===== src/rtl/core/pvrtsd_pkg.sv =====
`default_nettype none

package pvrtsd_pkg;

    // Fixed widths of the file interface.
    localparam int POS_W = 27;
    localparam int LVL_W = 4;

    // Defaults for the top-level parameters.
    localparam int MAX_DIMENSION_DEF     = 8192;
    localparam int MAX_DECODED_BYTES_DEF = 134217728;

    // Register byte addresses.
    localparam logic [1:0] REG_FILE_LENGTH = 2'd0;

    // Header constants.
    localparam logic [31:0] PVR_MAGIC    = 32'h0352_5650;
    localparam logic [63:0] FMT_RGB565   = 64'h0005_0605_0062_6772;
    localparam logic [63:0] FMT_RGBA4444 = 64'h0404_0404_6162_6772;
    localparam logic [63:0] FMT_RGB888   = 64'h0008_0808_0062_6772;
    localparam logic [POS_W:0] HEADER_BYTES = 28'd52;

    // Byte positions at which a header field is complete.
    localparam logic [POS_W-1:0] POS_MAGIC   = 27'd3;
    localparam logic [POS_W-1:0] POS_FLAGS   = 27'd7;
    localparam logic [POS_W-1:0] POS_FORMAT  = 27'd15;
    localparam logic [POS_W-1:0] POS_CSPACE  = 27'd19;
    localparam logic [POS_W-1:0] POS_CHANNEL = 27'd23;
    localparam logic [POS_W-1:0] POS_DIMS    = 27'd31;
    localparam logic [POS_W-1:0] POS_DEPTH   = 27'd35;
    localparam logic [POS_W-1:0] POS_SURF    = 27'd39;
    localparam logic [POS_W-1:0] POS_FACES   = 27'd43;
    localparam logic [POS_W-1:0] POS_MIPS    = 27'd47;
    localparam logic [POS_W-1:0] POS_META    = 27'd51;

    // Pixel format codes.
    localparam logic [1:0] PF_RGB565   = 2'd0;
    localparam logic [1:0] PF_RGBA4444 = 2'd1;
    localparam logic [1:0] PF_RGB888   = 2'd2;

    // Error codes.
    localparam logic [3:0] E_MAGIC     = 4'd0;
    localparam logic [3:0] E_FLAGS     = 4'd1;
    localparam logic [3:0] E_FORMAT    = 4'd2;
    localparam logic [3:0] E_CSPACE    = 4'd3;
    localparam logic [3:0] E_CHANNEL   = 4'd4;
    localparam logic [3:0] E_DIMS      = 4'd5;
    localparam logic [3:0] E_NOT2D     = 4'd6;
    localparam logic [3:0] E_MIPS      = 4'd7;
    localparam logic [3:0] E_META      = 4'd8;
    localparam logic [3:0] E_BUDGET    = 4'd9;
    localparam logic [3:0] E_SIZE      = 4'd10;
    localparam logic [3:0] E_TRUNCATED = 4'd11;

    // Result kinds.
    localparam logic RK_PIXEL = 1'b0;
    localparam logic RK_ERROR = 1'b1;

    typedef enum logic [1:0] {
        ST_HEADER,
        ST_PAYLOAD,
        ST_DONE
    } t_stage;

    typedef enum logic {
        S_RUN,
        S_SUM
    } t_ctrl_state;

    typedef struct packed {
        logic accept;
        logic sum_start;
        logic sum_step;
    } t_cmd;

    typedef struct packed {
        logic out_blocked;
        logic sum_req;
        logic sum_done;
    } t_status;

    // Rounded channel expansions (v*255 + m/2)/m: exp5 and exp6 by reciprocal
    // multiplication, exp4 by repeating the nibble; the results agree with the
    // rounded quotient over the whole input range.
    function automatic logic [7:0] exp5(input logic [4:0] v);
        logic [15:0] t;
        t = 16'(v) * 16'd527 + 16'd23;
        return t[13:6];
    endfunction

    function automatic logic [7:0] exp6(input logic [5:0] v);
        logic [15:0] t;
        t = 16'(v) * 16'd259 + 16'd33;
        return t[13:6];
    endfunction

    function automatic logic [7:0] exp4(input logic [3:0] v);
        return {v, v};
    endfunction

endpackage

`default_nettype wire


===== src/rtl/core/pvrtsd_ctrl.sv =====
`default_nettype none

module pvrtsd_ctrl
    import pvrtsd_pkg::*;
(
    input  wire          i_clk,
    input  wire          i_rst_n,
    input  wire          i_valid,
    output logic         o_stall,
    input  wire t_status i_status,
    output t_cmd         o_cmd
);

    t_ctrl_state r_state;
    t_ctrl_state n_state;
    logic        ready;

    // State register.
    always_ff @(posedge i_clk) begin
        if (!i_rst_n) begin
            r_state <= S_RUN;
        end else begin
            r_state <= n_state;
        end
    end

    // Next state and commands.
    always_comb begin
        n_state         = r_state;
        ready           = 1'b0;
        o_cmd.accept    = 1'b0;
        o_cmd.sum_start = 1'b0;
        o_cmd.sum_step  = 1'b0;
        case (r_state)
            S_RUN: begin
                ready           = !i_status.out_blocked;
                o_cmd.accept    = i_valid && ready;
                o_cmd.sum_start = o_cmd.accept && i_status.sum_req;
                if (o_cmd.sum_start) begin
                    n_state = S_SUM;
                end
            end
            S_SUM: begin
                o_cmd.sum_step = 1'b1;
                if (i_status.sum_done) begin
                    n_state = S_RUN;
                end
            end
            default: begin
                n_state = S_RUN;
            end
        endcase
    end

    assign o_stall = !ready;

    // No word is taken while the level sum runs.
    a_no_accept_in_sum: assert property (@(posedge i_clk) disable iff (!i_rst_n)
        r_state == S_SUM |-> !o_cmd.accept && o_stall)
        else $error("word accepted during level sum");

endmodule

`default_nettype wire


===== src/rtl/core/pvrtsd_dp.sv =====
`default_nettype none

module pvrtsd_dp
    import pvrtsd_pkg::*;
#(
    parameter int MAX_DIMENSION     = MAX_DIMENSION_DEF,
    parameter int MAX_DECODED_BYTES = MAX_DECODED_BYTES_DEF
) (
    input  wire              i_clk,
    input  wire              i_rst_n,
    input  wire t_cmd        i_cmd,
    output t_status          o_status,
    input  wire              i_cfg_we,
    input  wire [POS_W-1:0]  i_cfg_data,
    output logic [POS_W-1:0] o_file_length,
    input  wire [7:0]        i_data_byte,
    output logic             o_valid,
    input  wire              i_stall,
    output logic             o_result_kind,
    output logic [7:0]       o_red,
    output logic [7:0]       o_green,
    output logic [7:0]       o_blue,
    output logic [7:0]       o_alpha,
    output logic [LVL_W-1:0] o_mip_level,
    output logic [3:0]       o_error_code,
    output logic             o_last
);

    localparam int DW = $clog2(MAX_DIMENSION + 1);
    localparam int PW = 2 * DW;
    localparam int SW = PW + 2;
    localparam int CW = (SW + 3 > POS_W + 1) ? SW + 3 : POS_W + 1;

    // File state.
    logic [POS_W-1:0] r_len;
    logic [POS_W-1:0] r_pos,   n_pos;
    logic [63:0]      r_shift, n_shift;
    logic [1:0]       r_fmt,   n_fmt;
    logic [DW-1:0]    r_bw,    n_bw;
    logic [DW-1:0]    r_bh,    n_bh;
    logic [LVL_W-1:0] r_lc,    n_lc;
    logic [DW-1:0]    r_lw,    n_lw;
    logic [DW-1:0]    r_lh,    n_lh;
    logic [LVL_W-1:0] r_cur,   n_cur;
    logic [PW-1:0]    r_left,  n_left;
    logic [15:0]      r_part,  n_part;
    logic [1:0]       r_bip,   n_bip;
    logic             r_failed, n_failed;
    t_stage           r_stage, n_stage;
    logic             r_shape_bad, n_shape_bad;

    // Registered pixel-count products, computed ahead of use.
    logic [PW-1:0]    r_base_pix;
    logic [PW-1:0]    r_next_pix;

    // Level sum unit.
    logic [DW-1:0]    r_sw;
    logic [DW-1:0]    r_sh;
    logic [LVL_W-1:0] r_sidx;
    logic [PW-1:0]    r_prod;
    logic             r_pv;
    logic [SW-1:0]    r_acc;

    // Output register.
    logic             r_out_valid;
    logic             r_kind;
    logic [7:0]       r_red, r_green, r_blue, r_alpha;
    logic [LVL_W-1:0] r_mip;
    logic [3:0]       r_code;
    logic             r_last;

    // Per-word combinational results.
    logic             emit;
    logic             e_kind;
    logic [7:0]       e_red, e_green, e_blue, e_alpha;
    logic [3:0]       e_code;
    logic             e_last;
    logic [63:0]      sh_new;
    logic [31:0]      hi, lo;
    logic [DW-1:0]    mx;
    logic [4:0]       maxl;
    logic [CW-1:0]    payload_bytes;
    logic [POS_W:0]   p1;
    logic [POS_W:0]   rsz;
    logic [POS_W:0]   need;
    logic [15:0]      v;
    logic             hdr_err;
    logic [3:0]       hdr_code;
    logic             sum_req;

    function automatic logic [DW-1:0] half_dim(input logic [DW-1:0] d);
        return (d > DW'(1)) ? (d >> 1) : DW'(1);
    endfunction

    assign sh_new = {i_data_byte, r_shift[63:8]};
    assign hi     = sh_new[63:32];
    assign lo     = sh_new[31:0];
    assign p1     = {1'b0, r_pos} + 1'b1;
    assign v      = {i_data_byte, r_part[7:0]};

    // Number of mip levels the larger base dimension allows.
    always_comb begin
        mx   = (r_bw > r_bh) ? r_bw : r_bh;
        maxl = 5'd1;
        for (int i = 1; i < DW; i++) begin
            if (mx[i]) begin
                maxl = 5'(i + 1);
            end
        end
    end

    assign payload_bytes = (r_fmt == PF_RGB888)
        ? CW'(r_acc) + (CW'(r_acc) << 1) : (CW'(r_acc) << 1);

    // Header field checks at the last byte of each field.
    always_comb begin
        hdr_err  = 1'b0;
        hdr_code = E_MAGIC;
        case (r_pos)
            POS_MAGIC: begin
                hdr_err  = (hi != PVR_MAGIC);
                hdr_code = E_MAGIC;
            end
            POS_FLAGS: begin
                hdr_err  = (hi != 32'd0);
                hdr_code = E_FLAGS;
            end
            POS_FORMAT: begin
                hdr_err  = (sh_new != FMT_RGB565) && (sh_new != FMT_RGBA4444)
                        && (sh_new != FMT_RGB888);
                hdr_code = E_FORMAT;
            end
            POS_CSPACE: begin
                hdr_err  = (hi != 32'd0);
                hdr_code = E_CSPACE;
            end
            POS_CHANNEL: begin
                hdr_err  = (hi != 32'd0);
                hdr_code = E_CHANNEL;
            end
            POS_DIMS: begin
                hdr_err  = (lo == 32'd0) || (hi == 32'd0)
                        || (lo > 32'(MAX_DIMENSION)) || (hi > 32'(MAX_DIMENSION));
                hdr_code = E_DIMS;
            end
            POS_FACES: begin
                hdr_err  = (hi != 32'd1) || r_shape_bad;
                hdr_code = E_NOT2D;
            end
            POS_MIPS: begin
                hdr_err  = (hi == 32'd0) || (hi > 32'(maxl));
                hdr_code = E_MIPS;
            end
            POS_META: begin
                if (hi != 32'd0) begin
                    hdr_err  = 1'b1;
                    hdr_code = E_META;
                end else if ((64'(r_acc) << 2) > 64'(MAX_DECODED_BYTES)) begin
                    hdr_err  = 1'b1;
                    hdr_code = E_BUDGET;
                end else if (payload_bytes + CW'(HEADER_BYTES) != CW'(r_len)) begin
                    hdr_err  = 1'b1;
                    hdr_code = E_SIZE;
                end
            end
            default: begin
                hdr_err = 1'b0;
            end
        endcase
    end

    // Size of the header read that starts at the next byte.
    always_comb begin
        if (p1 == 28'd8) begin
            rsz = 28'd8;
        end else if (p1 < HEADER_BYTES && p1[1:0] == 2'b00 && p1 != 28'd12) begin
            rsz = 28'd4;
        end else begin
            rsz = '0;
        end
    end

    assign sum_req = !r_failed && r_stage == ST_HEADER && r_pos == POS_MIPS
                  && !hdr_err && !(p1 + 28'd4 > {1'b0, r_len});

    // Per-word next state and result.
    always_comb begin
        n_pos       = r_pos;
        n_shift     = r_shift;
        n_fmt       = r_fmt;
        n_bw        = r_bw;
        n_bh        = r_bh;
        n_lc        = r_lc;
        n_lw        = r_lw;
        n_lh        = r_lh;
        n_cur       = r_cur;
        n_left      = r_left;
        n_part      = r_part;
        n_bip       = r_bip;
        n_failed    = r_failed;
        n_stage     = r_stage;
        n_shape_bad = r_shape_bad;
        emit        = 1'b0;
        e_kind      = RK_PIXEL;
        e_red       = 8'd0;
        e_green     = 8'd0;
        e_blue      = 8'd0;
        e_alpha     = 8'd0;
        e_code      = E_MAGIC;
        e_last      = 1'b0;
        need        = '0;

        if (i_cmd.accept) begin
            if (!r_failed && r_stage == ST_HEADER) begin
                if (r_pos == '0 && r_len < 27'd4) begin
                    emit   = 1'b1;
                    e_kind = RK_ERROR;
                    e_code = E_TRUNCATED;
                end else begin
                    n_shift = sh_new;
                    if (hdr_err) begin
                        emit   = 1'b1;
                        e_kind = RK_ERROR;
                        e_code = hdr_code;
                    end else begin
                        // Capture the fields that a good check leaves behind.
                        case (r_pos)
                            POS_FORMAT: begin
                                if (sh_new == FMT_RGB565) begin
                                    n_fmt = PF_RGB565;
                                end else if (sh_new == FMT_RGBA4444) begin
                                    n_fmt = PF_RGBA4444;
                                end else begin
                                    n_fmt = PF_RGB888;
                                end
                            end
                            POS_DIMS: begin
                                n_bh = DW'(lo);
                                n_bw = DW'(hi);
                            end
                            POS_DEPTH, POS_SURF: begin
                                if (hi != 32'd1) begin
                                    n_shape_bad = 1'b1;
                                end
                            end
                            POS_MIPS: begin
                                n_lc = hi[LVL_W-1:0];
                            end
                            POS_META: begin
                                n_stage = ST_PAYLOAD;
                                n_lw    = r_bw;
                                n_lh    = r_bh;
                                n_cur   = '0;
                                n_left  = r_base_pix;
                                n_part  = '0;
                                n_bip   = '0;
                            end
                            default: begin
                                n_stage = r_stage;
                            end
                        endcase
                        if (r_pos != POS_META && rsz != '0
                                && p1 + rsz > {1'b0, r_len}) begin
                            emit   = 1'b1;
                            e_kind = RK_ERROR;
                            e_code = E_TRUNCATED;
                        end
                    end
                end
            end else if (!r_failed && r_stage == ST_PAYLOAD) begin
                if (r_fmt == PF_RGB888) begin
                    need = 28'd1;
                end else if (r_bip == 2'd0) begin
                    need = 28'd2;
                end
                if (need != '0 && {1'b0, r_pos} + need > {1'b0, r_len}) begin
                    emit   = 1'b1;
                    e_kind = RK_ERROR;
                    e_code = E_TRUNCATED;
                end else if (r_fmt == PF_RGB888 && r_bip < 2'd2) begin
                    // Gather red and green of a three-byte pixel.
                    if (r_bip == 2'd0) begin
                        n_part = {r_part[15:8], i_data_byte};
                    end else begin
                        n_part = {i_data_byte, r_part[7:0]};
                    end
                    n_bip = r_bip + 2'd1;
                end else if (r_fmt != PF_RGB888 && r_bip == 2'd0) begin
                    n_part = {8'd0, i_data_byte};
                    n_bip  = 2'd1;
                end else begin
                    // Pixel complete.
                    emit = 1'b1;
                    if (r_fmt == PF_RGB888) begin
                        e_red   = r_part[7:0];
                        e_green = r_part[15:8];
                        e_blue  = i_data_byte;
                        e_alpha = 8'hFF;
                    end else if (r_fmt == PF_RGB565) begin
                        e_red   = exp5(v[15:11]);
                        e_green = exp6(v[10:5]);
                        e_blue  = exp5(v[4:0]);
                        e_alpha = 8'hFF;
                    end else begin
                        e_red   = exp4(v[15:12]);
                        e_green = exp4(v[11:8]);
                        e_blue  = exp4(v[7:4]);
                        e_alpha = exp4(v[3:0]);
                    end
                    n_part = '0;
                    n_bip  = '0;
                    if (r_left > PW'(1)) begin
                        n_left = r_left - PW'(1);
                    end else begin
                        n_left = '0;
                        n_cur  = r_cur + LVL_W'(1);
                        if (r_cur + LVL_W'(1) >= r_lc) begin
                            n_stage = ST_DONE;
                            e_last  = 1'b1;
                        end else begin
                            n_lw   = half_dim(r_lw);
                            n_lh   = half_dim(r_lh);
                            n_left = r_next_pix;
                        end
                    end
                end
            end

            if (emit && e_kind == RK_ERROR) begin
                n_failed = 1'b1;
                e_last   = 1'b1;
            end

            // End of file: all per-file state returns to its start.
            n_pos = r_pos + POS_W'(1);
            if (p1 >= {1'b0, r_len}) begin
                n_pos       = '0;
                n_shift     = '0;
                n_fmt       = PF_RGB565;
                n_bw        = '0;
                n_bh        = '0;
                n_lc        = '0;
                n_lw        = '0;
                n_lh        = '0;
                n_cur       = '0;
                n_left      = '0;
                n_part      = '0;
                n_bip       = '0;
                n_failed    = 1'b0;
                n_stage     = ST_HEADER;
                n_shape_bad = 1'b0;
            end
        end
    end

    // File state registers and configuration.
    always_ff @(posedge i_clk) begin
        if (!i_rst_n) begin
            r_len       <= '0;
            r_pos       <= '0;
            r_shift     <= '0;
            r_fmt       <= PF_RGB565;
            r_bw        <= '0;
            r_bh        <= '0;
            r_lc        <= '0;
            r_lw        <= '0;
            r_lh        <= '0;
            r_cur       <= '0;
            r_left      <= '0;
            r_part      <= '0;
            r_bip       <= '0;
            r_failed    <= 1'b0;
            r_stage     <= ST_HEADER;
            r_shape_bad <= 1'b0;
        end else begin
            if (i_cfg_we) begin
                r_len <= i_cfg_data;
            end
            r_pos       <= n_pos;
            r_shift     <= n_shift;
            r_fmt       <= n_fmt;
            r_bw        <= n_bw;
            r_bh        <= n_bh;
            r_lc        <= n_lc;
            r_lw        <= n_lw;
            r_lh        <= n_lh;
            r_cur       <= n_cur;
            r_left      <= n_left;
            r_part      <= n_part;
            r_bip       <= n_bip;
            r_failed    <= n_failed;
            r_stage     <= n_stage;
            r_shape_bad <= n_shape_bad;
        end
    end

    // Pixel counts for the base level and the next smaller level.
    always_ff @(posedge i_clk) begin
        r_base_pix <= r_bw * r_bh;
        r_next_pix <= half_dim(r_lw) * half_dim(r_lh);
    end

    // Level sum: one level product per cycle, added to the sum in the next cycle.
    always_ff @(posedge i_clk) begin
        if (!i_rst_n) begin
            r_sidx <= '0;
            r_pv   <= 1'b0;
            r_acc  <= '0;
        end else if (i_cmd.sum_start) begin
            r_sw   <= r_bw;
            r_sh   <= r_bh;
            r_sidx <= '0;
            r_pv   <= 1'b0;
            r_acc  <= '0;
        end else if (i_cmd.sum_step) begin
            if (r_pv) begin
                r_acc <= r_acc + SW'(r_prod);
            end
            if (r_sidx < r_lc) begin
                r_prod <= r_sw * r_sh;
                r_sw   <= half_dim(r_sw);
                r_sh   <= half_dim(r_sh);
                r_sidx <= r_sidx + LVL_W'(1);
                r_pv   <= 1'b1;
            end else begin
                r_pv <= 1'b0;
            end
        end
    end

    // Output register.
    always_ff @(posedge i_clk) begin
        if (!i_rst_n) begin
            r_out_valid <= 1'b0;
        end else if (emit) begin
            r_out_valid <= 1'b1;
        end else if (!i_stall) begin
            r_out_valid <= 1'b0;
        end
    end

    always_ff @(posedge i_clk) begin
        if (emit) begin
            r_kind  <= e_kind;
            r_red   <= e_red;
            r_green <= e_green;
            r_blue  <= e_blue;
            r_alpha <= e_alpha;
            r_mip   <= (e_kind == RK_ERROR) ? '0 : r_cur;
            r_code  <= e_code;
            r_last  <= e_last;
        end
    end

    assign o_status.out_blocked = r_out_valid && i_stall;
    assign o_status.sum_req     = sum_req;
    assign o_status.sum_done    = (r_sidx == r_lc) && !r_pv;

    assign o_file_length = r_len;
    assign o_valid       = r_out_valid;
    assign o_result_kind = r_kind;
    assign o_red         = r_red;
    assign o_green       = r_green;
    assign o_blue        = r_blue;
    assign o_alpha       = r_alpha;
    assign o_mip_level   = r_mip;
    assign o_error_code  = r_code;
    assign o_last        = r_last;

    // An error result always closes the file.
    a_err_last: assert property (@(posedge i_clk) disable iff (!i_rst_n)
        o_valid && o_result_kind == RK_ERROR |-> o_last)
        else $error("error word without last");

    // Pixel decoding only runs with a valid level count.
    a_level_range: assert property (@(posedge i_clk) disable iff (!i_rst_n)
        r_stage == ST_PAYLOAD |-> r_lc != '0 && r_cur < r_lc)
        else $error("mip level out of range during payload");

    // A word is never accepted while an unread result would be overwritten.
    a_no_overrun: assert property (@(posedge i_clk) disable iff (!i_rst_n)
        r_out_valid && i_stall |-> !emit)
        else $error("result overwritten while stalled");

endmodule

`default_nettype wire


===== src/rtl/core/pvr_texture_stream_decoder_top.sv =====
// Output: a result word is registered and valid in the cycle after the byte that completes it.
// Throughput: one byte per cycle while the output is not stalled; after the
// mip-count field the input stalls while the level sum unit's own multiplier
// sums the pixel counts of all mip levels.
// Reset: synchronous, active low; clears file_length and all per-file state.
`default_nettype none

module pvr_texture_stream_decoder_top
    import pvrtsd_pkg::*;
#(
    parameter int MAX_DIMENSION     = MAX_DIMENSION_DEF,
    parameter int MAX_DECODED_BYTES = MAX_DECODED_BYTES_DEF
) (
    input  wire              i_clk,
    input  wire              i_rst_n,
    input  wire              psel,
    input  wire              penable,
    input  wire              pwrite,
    input  wire [1:0]        paddr,
    input  wire [31:0]       pwdata,
    output logic [31:0]      prdata,
    output logic             pready,
    input  wire              i_valid,
    output logic             o_stall,
    input  wire [7:0]        i_data_byte,
    output logic             o_valid,
    input  wire              i_stall,
    output logic             o_result_kind,
    output logic [7:0]       o_red,
    output logic [7:0]       o_green,
    output logic [7:0]       o_blue,
    output logic [7:0]       o_alpha,
    output logic [LVL_W-1:0] o_mip_level,
    output logic [3:0]       o_error_code,
    output logic             o_last
);

    t_cmd             cmd;
    t_status          status;
    logic             cfg_we;
    logic [POS_W-1:0] file_length;

    // Register port: file_length is the only register.
    assign pready = 1'b1;
    assign cfg_we = psel && penable && pwrite && pready && (paddr == REG_FILE_LENGTH);
    assign prdata = {{(32 - POS_W){1'b0}}, file_length};

    pvrtsd_ctrl u_ctrl (
        .i_clk    (i_clk),
        .i_rst_n  (i_rst_n),
        .i_valid  (i_valid),
        .o_stall  (o_stall),
        .i_status (status),
        .o_cmd    (cmd)
    );

    pvrtsd_dp #(
        .MAX_DIMENSION     (MAX_DIMENSION),
        .MAX_DECODED_BYTES (MAX_DECODED_BYTES)
    ) u_dp (
        .i_clk         (i_clk),
        .i_rst_n       (i_rst_n),
        .i_cmd         (cmd),
        .o_status      (status),
        .i_cfg_we      (cfg_we),
        .i_cfg_data    (pwdata[POS_W-1:0]),
        .o_file_length (file_length),
        .i_data_byte   (i_data_byte),
        .o_valid       (o_valid),
        .i_stall       (i_stall),
        .o_result_kind (o_result_kind),
        .o_red         (o_red),
        .o_green       (o_green),
        .o_blue        (o_blue),
        .o_alpha       (o_alpha),
        .o_mip_level   (o_mip_level),
        .o_error_code  (o_error_code),
        .o_last        (o_last)
    );

endmodule

`default_nettype wire


===== config.mk =====
export PLATFORM = sky130hd
export DESIGN_NAME = pvr_texture_stream_decoder_top
export DESIGN_NICKNAME = d
export VERILOG_FILES = /design/src/rtl/core/pvrtsd_pkg.sv /design/src/rtl/core/pvrtsd_ctrl.sv /design/src/rtl/core/pvrtsd_dp.sv /design/src/rtl/core/pvr_texture_stream_decoder_top.sv
export SDC_FILE = /design/constraint.sdc
export NUM_CORES = 2
export LEC_CHECK = 0
export BUFFER_PORTS_ARGS = -buffer_cell sky130_fd_sc_hd__buf_2
export CAP_MARGIN = 40
export CORE_MARGIN = 1.5
export CORE_UTILIZATION = 50
export CTS_CLUSTER_SIZE = 16
export DETAILED_ROUTE_END_ITERATION = 10
export PLACE_DENSITY_LB_ADDON = 0.25
export SYNTH_ARGS = -nofsm -noshare
export SYNTH_HDL_FRONTEND = slang
export SYNTH_HIERARCHICAL = 1
export SYNTH_SLANG_ARGS = --single-unit

===== constraint.sdc =====
create_clock -name i_clk -period 9.35 [get_ports i_clk]
set_clock_uncertainty 0.1 [all_clocks]
set_input_delay 1.4025 -clock i_clk [delete_from_list [all_inputs] [get_ports i_clk]]
set_output_delay 1.4025 -clock i_clk [all_outputs]
set_load 0.05 [all_outputs]

==> results.sh <==
export IMPL_area_growth_synth_to_final_pct=7.40
export IMPL_numCtsBuffers=47
export IMPL_grtUsageMet3_pct=2.95
export IMPL_p_leak_nw=23.0
export IMPL_core_region_area_mm2=0.0921
export IMPL_post_cts_hold_buffer_count=0
export IMPL_place_detailed_hpwl_mm=101
export IMPL_initial_core_util_pct=50.8
export IMPL_vdd_ir_drop_worst_v=0.000156
export IMPL_clockRootBuffer="clkbuf_16"
export IMPL_finalWorstPathRequiredPeriod_ns=8.73
export IMPL_cts_repair_resized=0
export IMPL_cp_slowest_cell="nor4_1"
export IMPL_cts_buffer_depth=3
export IMPL_place_congestion=0.953
export IMPL_via_per_inst=5.80
export IMPL_gr_total_overflow=0
export IMPL_path_max_fanout=39
export IMPL_wl_per_cell_um=19.7
export IMPL_multi_input_comb_area_mm2=0.0341
export IMPL_vias=39100
export IMPL_grt_first_pass_wirelength_mm=213
export IMPL_grtUsageTotal_pct=28.0
export IMPL_period_share_pct=93.4
export IMPL_worst_hold_path_type="register to register"
export IMPL_register_area_mm2=0.00913
export IMPL_timing_hold_worst_start="u_dp/r_lc[1]"
export IMPL_dr_first_iter_drc_count=3254
export IMPL_postSynthCellCount=5475
export IMPL_design_area_mm2=0.0502
export IMPL_synth_seq_cells=409
export IMPL_r2r_end="u_dp/o_mip_level[3]"
export IMPL_cts_tree="yes"
export IMPL_place_area_mm2=0.0486
export IMPL_rsz0062_at_grt="false"
export IMPL_fraction_of_final_layout_cells_sized_beyond_drive_strength_1_pct=6.77
export IMPL_grt_use_met1_pct=37.4
export IMPL_slowest_delay_ns=0.66
export IMPL_synthesis_area_mm2=0.0467
export IMPL_design_die_area_mm2=0.0953
export IMPL_outcome="finished clean"
export IMPL_worstPathArrival_ns=8.89
export IMPL_num_antenna_cells=0
export IMPL_cts_repair_timing_setup_buffer_count=0
export IMPL_setup_violations=0
export IMPL_cts_max_level=2
export IMPL_max_clock_freq_ghz=0.115
export IMPL_port_buffers=114
export IMPL_cts_clk_slew_worst_paths_ns=0.06
export IMPL_use_met2_pct=47.9
export IMPL_die_width_um=309
export IMPL_powerDensity_mw_per_mm2=97.3
export IMPL_worst_r2r_startpoint="u_dp/r_pos[5]"
export IMPL_dieHeight_um=309
export IMPL_syn_avg_cell_area_um2=8.54
export IMPL_hold_path_end="u_dp/r_lc[1]"
export IMPL_maximum_number_of_pins_on_one_net_before_global_route_repair=65
export IMPL_grt_busiest_layer="met2"
export IMPL_final_setup_tns_ns=0
export IMPL_grt_antenna_before_repair=3
export IMPL_critical_path_class="register to register"
export IMPL_synth_cell_type_count=99
export IMPL_number_of_flops_mapped_to_enable_cells_by_yosys=94
export IMPL_drtPass1Iterations=5
export IMPL_worst_r2r_setup_slack_ns=0.62
export IMPL_max_slew_margin_pct=34.2
export IMPL_design_power_total_mw=4.89
export IMPL_cts_sinks=409
export IMPL_cp_top_family="simple AND/OR/NAND/NOR gates"
export IMPL_drv_max_cap_violation_count=0
export IMPL_final_report_max_slew_violation_count=0
export IMPL_ioPinCount=126
export IMPL_route_final_wire_length_mm=133
export IMPL_critical_path_buf_inv_count=5
export IMPL_critPathLaunchType="register"
export IMPL_synth_flop_cell="dfxtp_1"
export IMPL_placement_rows=111
export IMPL_drt_antenna_violating_nets=0
export IMPL_synth_seq_area_share_pct=19.5
export IMPL_number_of_nets_in_the_finished_design=6481
export IMPL_drc=0
export IMPL_hold_violations=0
export IMPL_r2r_cells=29
export IMPL_worst_slew_pin_transition_ns=0.980
export IMPL_worst_setup_path_end_kind="register"
export IMPL_worstPathRequired_ns=9.51
export IMPL_worst_hold_path_num_cells=2
export IMPL_clk_insertion_delay_late_ns=0.62
export IMPL_yosys_warnings=6
export IMPL_first_global_vias=38700
export IMPL_synthArstFlopShare_pct=0
export IMPL_fillCellCount=8503
==> worst max-delay path by stage <==
stage | startpoint | end | slack [ns] | depth (start not counted)
5_1_grt | u_dp/r_pos[5] | u_dp/o_mip_level[3] | 0.008 | 29
6_report | u_dp/r_pos[5] | u_dp/o_mip_level[3] | 0.62 | 29
2_1_floorplan | u_dp/r_pos[2] | u_dp/o_alpha[3] | 1.72 | 28
3_5_place_dp | u_dp/r_pos[5] | u_dp/o_alpha[5] | 0.68 | 29
3_3_place_gp | u_dp/r_pos[5] | u_dp/o_alpha[4] | 0.74 | 29
4_1_cts | u_dp/r_pos[5] | u_dp/o_mip_level[3] | 0.63 | 29
==> area by class of cell <==
cell class / count / share of cell area, %
Clock buffer: 62 / 2.69
Clock inverter: 25 / 0.588
Inverter: 674 / 5.04
Multi-Input combinational cell: 4126 / 67.9
Sequential cell: 409 / 18.2
Tap cell: 1243 / 3.10
Timing Repair Buffer: 201 / 2.53
==> synth_stat cells (all sizes together) (134+ instances only) <==
library cell	n	area, µm²
inv	671	2520
nand2	613	2300
ha	549	6870
fa	424	8490
nor2	352	1320
dfxtp	315	6310
a21oi	260	1300
clkbuf	225	845
and2	214	1340
xnor2	205	1800
nand3	155	786
o21ai	134	671
==> where the power goes <==
group / internal (mW) / switching, mW
combinational: 0.293 / 0.719
clock: 1.14 / 0.823
sequential: 1.86 / 0.0499
total: 3.29 / 1.59
==> per-stage QoR <==
step | hold WS [ns] | utilization, % | setup WS [ns] | instances
2_1_floorplan | 0.332 | - | 1.72 | 5479
3_3_place_gp | 0.347 | 52.6 | 0.743 | 6645
3_5_place_dp | 0.355 | 52.7 | 0.683 | 6653
4_1_cts | 0.362 | 54.5 | 0.628 | 6740
5_1_grt | 0.375 | 54.5 | 0.00839 | 6740
6_report | 0.359 | 54.5 | 0.619 | 6740
==> state kept, by name (all words and copies together), names as in the netlist, 13 cells and up <==
register and cells:
u_dp/r_base_pix 28, u_dp/r_next_pix 26, u_dp/r_bw 14, u_dp/r_lh 13, u_dp/r_sh 14, u_dp/r_bh 14
u_dp/r_prod 28, u_dp/o_file_length 27, u_dp/r_shift 56, u_dp/r_left 28, u_dp/r_sw 14, u_dp/r_part 16
u_dp/r_acc 30, u_dp/r_pos 27, u_dp/r_lw 13
==> cells in the final DEF, fill, tap and decap left out, types with 11 or more instances in the layout <==
cell type  Yosys  final
nor3b_1       12     11
a31oi_1       26     26
nor3_1       107    106
ha_1         549    549
a22oi_1       45     45
inv_1        671    670
and2_1       214    214
nand4_1       96     96
mux2i_1       69     69
a221oi_1      24     24
edfxtp_1      94     94
nor4_1        59     59
dfxtp_1      315    315
xnor2_1      205    205
buf_2          8    116
nor2_1       352    348
o211ai_1      32     32
o31ai_1       54     54
or4_1         23     23
a22o_1        12     12
a21oi_1      260    260
o21bai_1      31     31
buf_4         14     79
a21o_1        56     56
a211oi_1      47     47
or2_2         20     20
o21ai_0      131    131
mux2_2        24     24
o21a_1        38     37
nand2b_1      51     50
clkbuf_16      0     50
nand2_1      612    612
and3_1        37     37
nor2b_1       62     62
nand3_1      153    153
xor2_1        59     59
or3_1         28     28
fa_1         424    424
==> worst reg2reg max path, delay by kind of cell (launching register included) <==
| family | cells | cell delay [ns] |
|---|---|---|
| xor gates and xnor gates | 2 | 0.43 |
| and+or+nand+nor | 13 | 4.00 |
| DFF | 1 | 0.65 |
| AOI/OAI and AO/OA | 6 | 1.58 |
| adders and majority gates | 3 | 0.88 |
| buffers and inverters | 5 | 0.73 |
==> per-layer routing <==
layer	vias up	wire, µm
met5	-	14
met3	232	8090
met1	19100	57300
met2	1260	63500
li1	18500	-
met4	2	3970
==> logic make-up (layout without fill, tap and decap cells) <==
group | after synthesis | count (layout) | synth area share, %
XOR/XNOR | 265 | 265 | 4.99
AND/OR/NAND/NOR | 1888 | 1888 | 19.9
other | 2 | 6 | 0.0161
buffers and inverters | 944 | 962 | 7.71
adder cells (fa/ha/maj) | 973 | 973 | 32.9
AO/OA/AOI/OAI | 901 | 901 | 12.9
flip-flops | 409 | 409 | 19.5
multiplexers | 93 | 93 | 2.06
No activity file was read; power rests on OpenSTA's default activity.
